### src/rtl/lmls_pkg.sv
// Shared types, timing constants and helpers for the LCD mode and line sequencer.
`default_nettype none

package lmls_pkg;

    // Line and mode timing.
    localparam int VISIBLE_LINES  = 144;
    localparam int TOTAL_LINES    = 154;
    localparam int SEARCH_TICKS   = 320;
    localparam int TRANSFER_TICKS = 688;
    localparam int HBLANK_TICKS_P = 816;
    localparam int LINE_TICKS     = SEARCH_TICKS + TRANSFER_TICKS + HBLANK_TICKS_P;

    // Field and datapath widths.
    localparam int TICK_W  = 8;
    localparam int ACC_W   = 11;
    localparam int SUM_W   = 12;
    localparam int LINE_W  = 8;
    localparam int LINEP_W = 9;
    localparam int MODE_W  = 2;
    localparam int CFG_IDX_W  = 3;
    localparam int CFG_DATA_W = 8;

    localparam logic [ACC_W-1:0]   ACC_MAX         = {ACC_W{1'b1}};
    localparam logic [SUM_W-1:0]   SEARCH_DUR      = SUM_W'(SEARCH_TICKS);
    localparam logic [SUM_W-1:0]   TRANSFER_DUR    = SUM_W'(TRANSFER_TICKS);
    localparam logic [SUM_W-1:0]   HBLANK_DUR      = SUM_W'(HBLANK_TICKS_P);
    localparam logic [SUM_W-1:0]   LINE_DUR        = SUM_W'(LINE_TICKS);
    localparam logic [LINE_W-1:0]  VISIBLE_LINE_V  = LINE_W'(VISIBLE_LINES);
    localparam logic [LINEP_W-1:0] TOTAL_LINES_V   = LINEP_W'(TOTAL_LINES);

    // Mode codes as seen on the output port.
    localparam logic [MODE_W-1:0] LCD_MODE_HBLANK   = 2'd0;
    localparam logic [MODE_W-1:0] LCD_MODE_VBLANK   = 2'd1;
    localparam logic [MODE_W-1:0] LCD_MODE_SEARCH   = 2'd2;
    localparam logic [MODE_W-1:0] LCD_MODE_TRANSFER = 2'd3;

    // Configuration register indexes.
    localparam logic [CFG_IDX_W-1:0] CFG_LINE_COMPARE = 3'd0;
    localparam logic [CFG_IDX_W-1:0] CFG_COIN_IRQ_EN  = 3'd1;
    localparam logic [CFG_IDX_W-1:0] CFG_VBL_IRQ_EN   = 3'd2;
    localparam logic [CFG_IDX_W-1:0] CFG_SRCH_IRQ_EN  = 3'd3;
    localparam logic [CFG_IDX_W-1:0] CFG_BG_EN        = 3'd4;
    localparam logic [CFG_IDX_W-1:0] CFG_SPR_EN       = 3'd5;

    // Internal mode state, one-hot.
    typedef enum logic [3:0] {
        MODE_HBLANK   = 4'b0001,
        MODE_VBLANK   = 4'b0010,
        MODE_SEARCH   = 4'b0100,
        MODE_TRANSFER = 4'b1000
    } t_mode;

    typedef struct packed {
        logic [LINE_W-1:0] line_compare;
        logic              coin_irq_en;
        logic              vbl_irq_en;
        logic              srch_irq_en;
        logic              bg_en;
        logic              spr_en;
    } t_cfg;

    typedef struct packed {
        logic [ACC_W-1:0]  acc;
        t_mode             mode;
        logic [LINE_W-1:0] line;
        logic              match;
    } t_state;

    typedef struct packed {
        logic [MODE_W-1:0] lcd_mode;
        logic [LINE_W-1:0] current_line;
        logic              line_match;
        logic              vblank_irq;
        logic              stat_irq;
        logic              draw_background;
        logic              draw_sprites;
    } t_result;

    // Map the one-hot mode onto the two-bit port code.
    function automatic logic [MODE_W-1:0] lcd_code(input t_mode mode);
        logic [MODE_W-1:0] code;
        case (mode)
            MODE_HBLANK:   code = LCD_MODE_HBLANK;
            MODE_SEARCH:   code = LCD_MODE_SEARCH;
            MODE_TRANSFER: code = LCD_MODE_TRANSFER;
            default:       code = LCD_MODE_VBLANK;
        endcase
        return code;
    endfunction

endpackage

`default_nettype wire

### src/rtl/lmls_step.sv
// Next-state and result logic for one tick beat of the LCD sequencer.
`default_nettype none

module lmls_step (
    input  wire lmls_pkg::t_state                   i_state,
    input  wire lmls_pkg::t_cfg                     i_cfg,
    input  wire logic [lmls_pkg::TICK_W-1:0]        i_ticks,
    output lmls_pkg::t_state                        o_state,
    output lmls_pkg::t_result                       o_result
);

    always_comb begin
        logic [lmls_pkg::SUM_W-1:0]   sum;
        logic [lmls_pkg::SUM_W-1:0]   dur;
        logic [lmls_pkg::SUM_W-1:0]   acc_new;
        logic                         fire;
        logic [lmls_pkg::LINEP_W-1:0] line_inc;
        logic [lmls_pkg::LINEP_W-1:0] line_wrap;
        logic [lmls_pkg::LINE_W-1:0]  new_line;
        logic                         new_match;
        logic                         vbl;
        logic                         stat;
        logic                         dbg;
        logic                         dspr;

        sum = {1'b0, i_state.acc} + lmls_pkg::SUM_W'(i_ticks);

        case (i_state.mode)
            lmls_pkg::MODE_SEARCH:   dur = lmls_pkg::SEARCH_DUR;
            lmls_pkg::MODE_TRANSFER: dur = lmls_pkg::TRANSFER_DUR;
            lmls_pkg::MODE_HBLANK:   dur = lmls_pkg::HBLANK_DUR;
            default:                 dur = lmls_pkg::LINE_DUR;
        endcase

        fire    = (sum >= dur);
        acc_new = fire ? (sum - dur) : sum;

        // The vertical blank line count wraps at the total line count; the
        // incremented line never reaches twice that value.
        line_inc  = {1'b0, i_state.line} + lmls_pkg::LINEP_W'(1);
        line_wrap = (line_inc >= lmls_pkg::TOTAL_LINES_V) ?
                    (line_inc - lmls_pkg::TOTAL_LINES_V) : line_inc;

        new_line  = (i_state.mode == lmls_pkg::MODE_HBLANK) ? line_inc[lmls_pkg::LINE_W-1:0]
                                                            : line_wrap[lmls_pkg::LINE_W-1:0];
        new_match = (new_line == i_cfg.line_compare);

        o_state       = i_state;
        o_state.acc   = (acc_new > lmls_pkg::SUM_W'(lmls_pkg::ACC_MAX)) ?
                        lmls_pkg::ACC_MAX : acc_new[lmls_pkg::ACC_W-1:0];
        vbl  = 1'b0;
        stat = 1'b0;
        dbg  = 1'b0;
        dspr = 1'b0;

        if (fire) begin
            case (i_state.mode)
                lmls_pkg::MODE_SEARCH: begin
                    o_state.mode = lmls_pkg::MODE_TRANSFER;
                end
                lmls_pkg::MODE_TRANSFER: begin
                    o_state.mode = lmls_pkg::MODE_HBLANK;
                    dbg  = i_cfg.bg_en;
                    dspr = i_cfg.spr_en;
                end
                lmls_pkg::MODE_HBLANK: begin
                    o_state.line  = new_line;
                    o_state.match = new_match;
                    stat = i_cfg.coin_irq_en & new_match;
                    if (new_line == lmls_pkg::VISIBLE_LINE_V) begin
                        o_state.mode = lmls_pkg::MODE_VBLANK;
                        vbl  = 1'b1;
                        stat = stat | i_cfg.vbl_irq_en;
                    end else begin
                        o_state.mode = lmls_pkg::MODE_SEARCH;
                        stat = stat | i_cfg.srch_irq_en;
                    end
                end
                default: begin
                    o_state.line  = new_line;
                    o_state.match = new_match;
                    stat = i_cfg.coin_irq_en & new_match;
                    if (new_line == '0) begin
                        o_state.mode = lmls_pkg::MODE_SEARCH;
                        stat = stat | i_cfg.srch_irq_en;
                    end
                end
            endcase
        end

        o_result.lcd_mode        = lmls_pkg::lcd_code(o_state.mode);
        o_result.current_line    = o_state.line;
        o_result.line_match      = o_state.match;
        o_result.vblank_irq      = vbl;
        o_result.stat_irq        = stat;
        o_result.draw_background = dbg;
        o_result.draw_sprites    = dspr;
    end

endmodule

`default_nettype wire

### src/rtl/lmls_out_reg.sv
// Result register with valid/ready handshake for the LCD sequencer.
`default_nettype none

module lmls_out_reg (
    input  wire                       i_clk,
    input  wire                       i_rst_n,
    input  wire                       i_load,
    input  wire lmls_pkg::t_result    i_result,
    input  wire                       i_ready,
    output logic                      o_can_load,
    output logic                      o_valid,
    output lmls_pkg::t_result         o_result
);

    logic              r_valid;
    logic              n_valid;
    lmls_pkg::t_result r_result;

    // A new result may enter when the register is empty or being drained.
    assign o_can_load = !r_valid || i_ready;
    assign n_valid    = i_load || (r_valid && !i_ready);

    always_ff @(posedge i_clk) begin
        if (!i_rst_n) begin
            r_valid <= 1'b0;
        end else begin
            r_valid <= n_valid;
        end
    end

    always_ff @(posedge i_clk) begin
        if (i_load) begin
            r_result <= i_result;
        end
    end

    assign o_valid  = r_valid;
    assign o_result = r_result;

endmodule

`default_nettype wire

### src/rtl/lcd_mode_line_sequencer.sv
// Top level of the LCD mode and line sequencer: registers, state and handshakes.
`default_nettype none

// Channel   Handshake                  Payload
// -------   -------------------------  ------------------------------------------
// in        i_in_valid / o_in_ready    i_elapsed_ticks
// out       o_out_valid / i_out_ready  o_lcd_mode, o_current_line, o_line_match,
//                                      o_vblank_irq, o_stat_irq,
//                                      o_draw_background, o_draw_sprites
// cfg       i_cfg_we (no wait)         i_cfg_idx, i_cfg_data
//
// Each beat waits in the input register until the result register has room;
// the step logic's result is then loaded into the result register and offered.
// A new beat is accepted every cycle while the output side does not stall;
// the mode/line/accumulator update for one beat is a single add, compare and
// subtract, done in the step logic. When the output side stalls, the input
// register holds one beat and then ready drops; nothing is lost. Reset is
// synchronous and active low and returns the sequencer to horizontal blank
// on line zero.

module lcd_mode_line_sequencer (
    input  wire                                  i_clk,
    input  wire                                  i_rst_n,
    input  wire                                  i_in_valid,
    output logic                                 o_in_ready,
    input  wire  [lmls_pkg::TICK_W-1:0]          i_elapsed_ticks,
    output logic                                 o_out_valid,
    input  wire                                  i_out_ready,
    output logic [lmls_pkg::MODE_W-1:0]          o_lcd_mode,
    output logic [lmls_pkg::LINE_W-1:0]          o_current_line,
    output logic                                 o_line_match,
    output logic                                 o_vblank_irq,
    output logic                                 o_stat_irq,
    output logic                                 o_draw_background,
    output logic                                 o_draw_sprites,
    input  wire                                  i_cfg_we,
    input  wire  [lmls_pkg::CFG_IDX_W-1:0]       i_cfg_idx,
    input  wire  [lmls_pkg::CFG_DATA_W-1:0]      i_cfg_data
);

    // Configuration registers.
    lmls_pkg::t_cfg r_cfg;

    always_ff @(posedge i_clk) begin
        if (!i_rst_n) begin
            r_cfg.line_compare <= '0;
            r_cfg.coin_irq_en  <= 1'b0;
            r_cfg.vbl_irq_en   <= 1'b0;
            r_cfg.srch_irq_en  <= 1'b0;
            r_cfg.bg_en        <= 1'b1;
            r_cfg.spr_en       <= 1'b0;
        end else if (i_cfg_we) begin
            // Writes to indexes past the last register are dropped.
            case (i_cfg_idx)
                lmls_pkg::CFG_LINE_COMPARE: r_cfg.line_compare <= i_cfg_data;
                lmls_pkg::CFG_COIN_IRQ_EN:  r_cfg.coin_irq_en  <= i_cfg_data[0];
                lmls_pkg::CFG_VBL_IRQ_EN:   r_cfg.vbl_irq_en   <= i_cfg_data[0];
                lmls_pkg::CFG_SRCH_IRQ_EN:  r_cfg.srch_irq_en  <= i_cfg_data[0];
                lmls_pkg::CFG_BG_EN:        r_cfg.bg_en        <= i_cfg_data[0];
                lmls_pkg::CFG_SPR_EN:       r_cfg.spr_en       <= i_cfg_data[0];
                default: ;
            endcase
        end
    end

    // Input register: one beat of elapsed ticks waiting for the step logic.
    logic                          r_in_valid;
    logic [lmls_pkg::TICK_W-1:0]   r_in_ticks;
    logic                          in_take;
    logic                          advance;
    logic                          out_can_load;

    // The step fires when a beat is held and the result register has room.
    assign advance    = r_in_valid && out_can_load;
    assign o_in_ready = i_rst_n && (!r_in_valid || advance);
    assign in_take    = i_in_valid && o_in_ready;

    always_ff @(posedge i_clk) begin
        if (!i_rst_n) begin
            r_in_valid <= 1'b0;
        end else if (in_take) begin
            r_in_valid <= 1'b1;
        end else if (advance) begin
            r_in_valid <= 1'b0;
        end
    end

    always_ff @(posedge i_clk) begin
        if (in_take) begin
            r_in_ticks <= i_elapsed_ticks;
        end
    end

    // Sequencer state: tick accumulator, mode, line and coincidence flag.
    lmls_pkg::t_state  r_state;
    lmls_pkg::t_state  n_state;
    lmls_pkg::t_result step_result;
    lmls_pkg::t_result out_result;

    lmls_step u_step (
        .i_state  (r_state),
        .i_cfg    (r_cfg),
        .i_ticks  (r_in_ticks),
        .o_state  (n_state),
        .o_result (step_result)
    );

    always_ff @(posedge i_clk) begin
        if (!i_rst_n) begin
            r_state.acc   <= '0;
            r_state.mode  <= lmls_pkg::MODE_HBLANK;
            r_state.line  <= '0;
            r_state.match <= 1'b0;
        end else if (advance) begin
            r_state <= n_state;
        end
    end

    lmls_out_reg u_out (
        .i_clk      (i_clk),
        .i_rst_n    (i_rst_n),
        .i_load     (advance),
        .i_result   (step_result),
        .i_ready    (i_out_ready),
        .o_can_load (out_can_load),
        .o_valid    (o_out_valid),
        .o_result   (out_result)
    );

    assign o_lcd_mode        = out_result.lcd_mode;
    assign o_current_line    = out_result.current_line;
    assign o_line_match      = out_result.line_match;
    assign o_vblank_irq      = out_result.vblank_irq;
    assign o_stat_irq        = out_result.stat_irq;
    assign o_draw_background = out_result.draw_background;
    assign o_draw_sprites    = out_result.draw_sprites;

endmodule

`default_nettype wire

### config.mk
export PLATFORM = sky130hd
export DESIGN_NAME = lcd_mode_line_sequencer
export DESIGN_NICKNAME = d
export VERILOG_FILES = /design/src/rtl/lmls_pkg.sv /design/src/rtl/lmls_step.sv /design/src/rtl/lmls_out_reg.sv /design/src/rtl/lcd_mode_line_sequencer.sv
export SDC_FILE = /design/constraint.sdc
export NUM_CORES = 1
export LEC_CHECK = 0
export BUFFER_PORTS_ARGS = -buffer_cell sky130_fd_sc_hd__buf_2
export CAP_MARGIN = 25
export CORE_MARGIN = 5
export CORE_UTILIZATION = 25
export DETAILED_ROUTE_END_ITERATION = 7
export GPL_ROUTABILITY_DRIVEN = 0
export PLACE_DENSITY = 0.45
export SLEW_MARGIN = 20
export SYNTH_ARGS = -nofsm -noshare
export SYNTH_HDL_FRONTEND = slang
export SYNTH_HIERARCHICAL = 1
export SYNTH_SLANG_ARGS = --single-unit
### constraint.sdc
create_clock -name i_clk -period 14 [get_ports i_clk]
set_input_delay 4.2 -clock i_clk [delete_from_list [all_inputs] [get_ports i_clk]]
set_output_delay 4.2 -clock i_clk [all_outputs]
set_load 0.05 [all_outputs]
==> flow_summary.toml <==
[critical_path]
path_max_fanout = 50
cp-start-kind = "primary input"
crit_path_top_delay_cell = "buf_2"
required_ns = 9.80
endpoint_kind = "output port"
crit_chain = "buf_2 -> and2_1 -> buf_2"
max_stage_delay_ns = 0.67
cpMostUsedCell = "buf_2"
crit_type = "primary input to output port"
cp.arrival_ns = 5.37

[layout]
final_layout_size_suffix_gt1_frac = 0.156
area_delta_synth_final_pct = 12.4
n_antenna_cell = 0
nets = 551
regArea_mm2 = 0.00147
utilization = 0.288
n_fill_cell = 1813
multiInputGateArea_mm2 = 0.00269

[cts]
cts_buffer_depth = 2
cts_root_buf = "clkbuf_16"
ctsHtreeMaxLevel = 3
post_cts_resized = 0
cts_tree = "yes"
postCtsHoldBufs = 0
cts.sinks = 62
cts_setup_buffers = 0
clk_pin_slew_worst_paths_ns = 0.05
insertion_delay_ns = 0.33
cts_buffers = 9

[routing]
viasPerCell = 4.93
drc = 0
wl_mm = 11.3
ant_nets = 0
first_pass_iters = 4
vias = 3637
wire_per_inst_um = 15.4
drtIter0Drc = 186

[synthesis]
synthSimpleGateAreaFrac = 0.219
ys_types = 70
synth_ff_type = "dfxtp_1"
synth_top_cell_by_area = "dfxtp_1"
netlist_instances = 489
ys_seq_area_frac = 0.331
ys_top_cells_by_area = "dfxtp_1 18%, edfxtp_1 16%, ha_1 5.1%"
synthMuxAreaShare = 0.0414
synthTopCellsByCount = "43 x nand2_1, 39 x dfxtp_1, 31 x and3_1"
ys_seq_elements = 62
synth_top_area_frac = 0.176
ys_async_sr_fraction = 0
synth_top_family_by_area = "compound AO/OA/AOI/OAI gates"
synthAdderAreaFrac = 0.0597
synth_compound_area_frac = 0.219
synth-xor-area-share = 0.0670
postSynthAreaPerCell_um2 = 9.09
syn-num-nets = 533
syn_area_mm2 = 0.00444
synth_warnings = 6
yosys.cell_count.top_type = "nand2_1"
synth_edf_count = 23

[floorplan]
fp.dieW_um = 143
die_y_um = 143
ios = 41
die-area_mm2 = 0.0205
coreArea_mm2 = 0.0174
start_util = 0.256
core.rowCount = 48

[timing]
drv_slew = 0
layout_min_cycle_time_ns = 9.57
tightest_slew_ns = 0.895
clock_skew_ns = 0.00851
rsz0062_at_grt = "no"
period_share = 0.683
clock.fmax_ghz = 0.105
setup_viol = 0
max_slew_margin = 0.403
setup_tns_ns = 0
finalHoldViolCount = 0

[placed_design]
portBuffers = 40
post-dp-hpwl_mm = 8.33

[grt]
grt_pass1_wl_mm = 18.4
gr-total-overflow = 0
grt_max_degree = 51
antenna_found_initial = 0
grt_pass1_vias = 3592
gr-usage-all-layers = 0.113

[power]
power_density_mw_per_mm2 = 92.9
total_power_mw = 0.464
ir_drop_mv = 0.0550
p_leak_nw = 1.99

[status]
status = "finished clean"

[job]
drv_cap = 0

[hold_path]
hp-class = "flop to flop"
-- worst max-delay path, delay by kind of cell --
kind                   cells  cell delay (ns)
buffers and inverters      2             0.93
AND/OR/NAND/NOR            1             0.23
-- where the power goes --
| group | internal (mW) | total, mW | switching (mW) |
|---|---|---|---|
| Combinational | 0.0261 | 0.0679 | 0.0417 |
| Sequential | 0.193 | 0.196 | 0.00295 |
| Clock | 0.124 | 0.200 | 0.0761 |
| Total | 0.343 | 0.464 | 0.121 |
-- cell families after synthesis --
group                    after synthesis
multiplexers                          18
XOR/XNOR                              34
AO/OA/AOI/OAI                        130
flip-flops                            62
buffers and inverters                 54
AND/OR/NAND/NOR                      171
adder cells (fa/ha/maj)               20
-- cells in the final DEF (no fill, tap or decap), types with 7 or more instances in the layout --
master | Yosys | final
clkbuf_16 | 0 | 9
and3_1 | 31 | 31
buf_2 | 8 | 41
nor3_1 | 10 | 10
xor2_1 | 16 | 16
mux2i_1 | 15 | 15
ha_1 | 18 | 18
nand2_1 | 43 | 43
inv_1 | 15 | 15
edfxtp_1 | 23 | 23
a21o_1 | 10 | 10
nor2_1 | 20 | 20
nand2b_1 | 7 | 7
a21oi_1 | 14 | 14
a21boi_1 | 11 | 11
dfxtp_1 | 39 | 39
o21ai_0 | 15 | 15
xnor2_1 | 18 | 18
nand3_1 | 15 | 15
a21boi_0 | 17 | 17
o21a_1 | 25 | 25
-- layout make-up --
cell class / instances / share of cell area
multi-input combinational: 373 / 0.539
tap: 225 / 0.0564
inverter: 18 / 0.0135
timing repair buffer: 43 / 0.0436
clock buffer: 14 / 0.0509
sequential: 62 / 0.295
clock inverter: 2 / 0.00201
-- sequential cells by signal, indices dropped and copies added, names as in the netlist --
| register | cells |
|---|---|
| r_state | 24 |
| u_out/o_result | 15 |
| r_cfg | 13 |
| r_in_ticks | 8 |
| r_in_valid | 1 |
| u_out/o_valid | 1 |
-- layer usage --
layer  global-route usage  vias to the layer above  wire length (um)
li1                     -                     1818                 -
met1                0.142                     1746              5360
met2                0.188                       64              5360
met3               0.0316                        9               451
met4               0.0342                        0               150
met5                    0                        -                 0
-- worst paths after layout --
kind,startpoint,to,slack [ns],cells after the start
hold reg to reg,r_cfg[4],r_cfg[4],0.46,2
setup / recovery,i_rst_n,o_in_ready,4.43,3
setup reg to reg,r_in_ticks[0],r_state[4],8.84,15
hold / removal,r_cfg[4],r_cfg[4],0.46,2
-- stage by stage --
stage                     hold WS, ns  setup WS (ns)  cells  cell area (um^2)
after detailed placement        0.463           4.41    720              4720
after global placement          0.452           4.40    719              4720
final                           0.465           4.43    737              4990
after CTS                       0.469           4.40    736              4990
after global routing            0.489           4.34    737              4990
after floorplan                 0.434           4.80    489              4440
(Power assumes the default switching activity.)
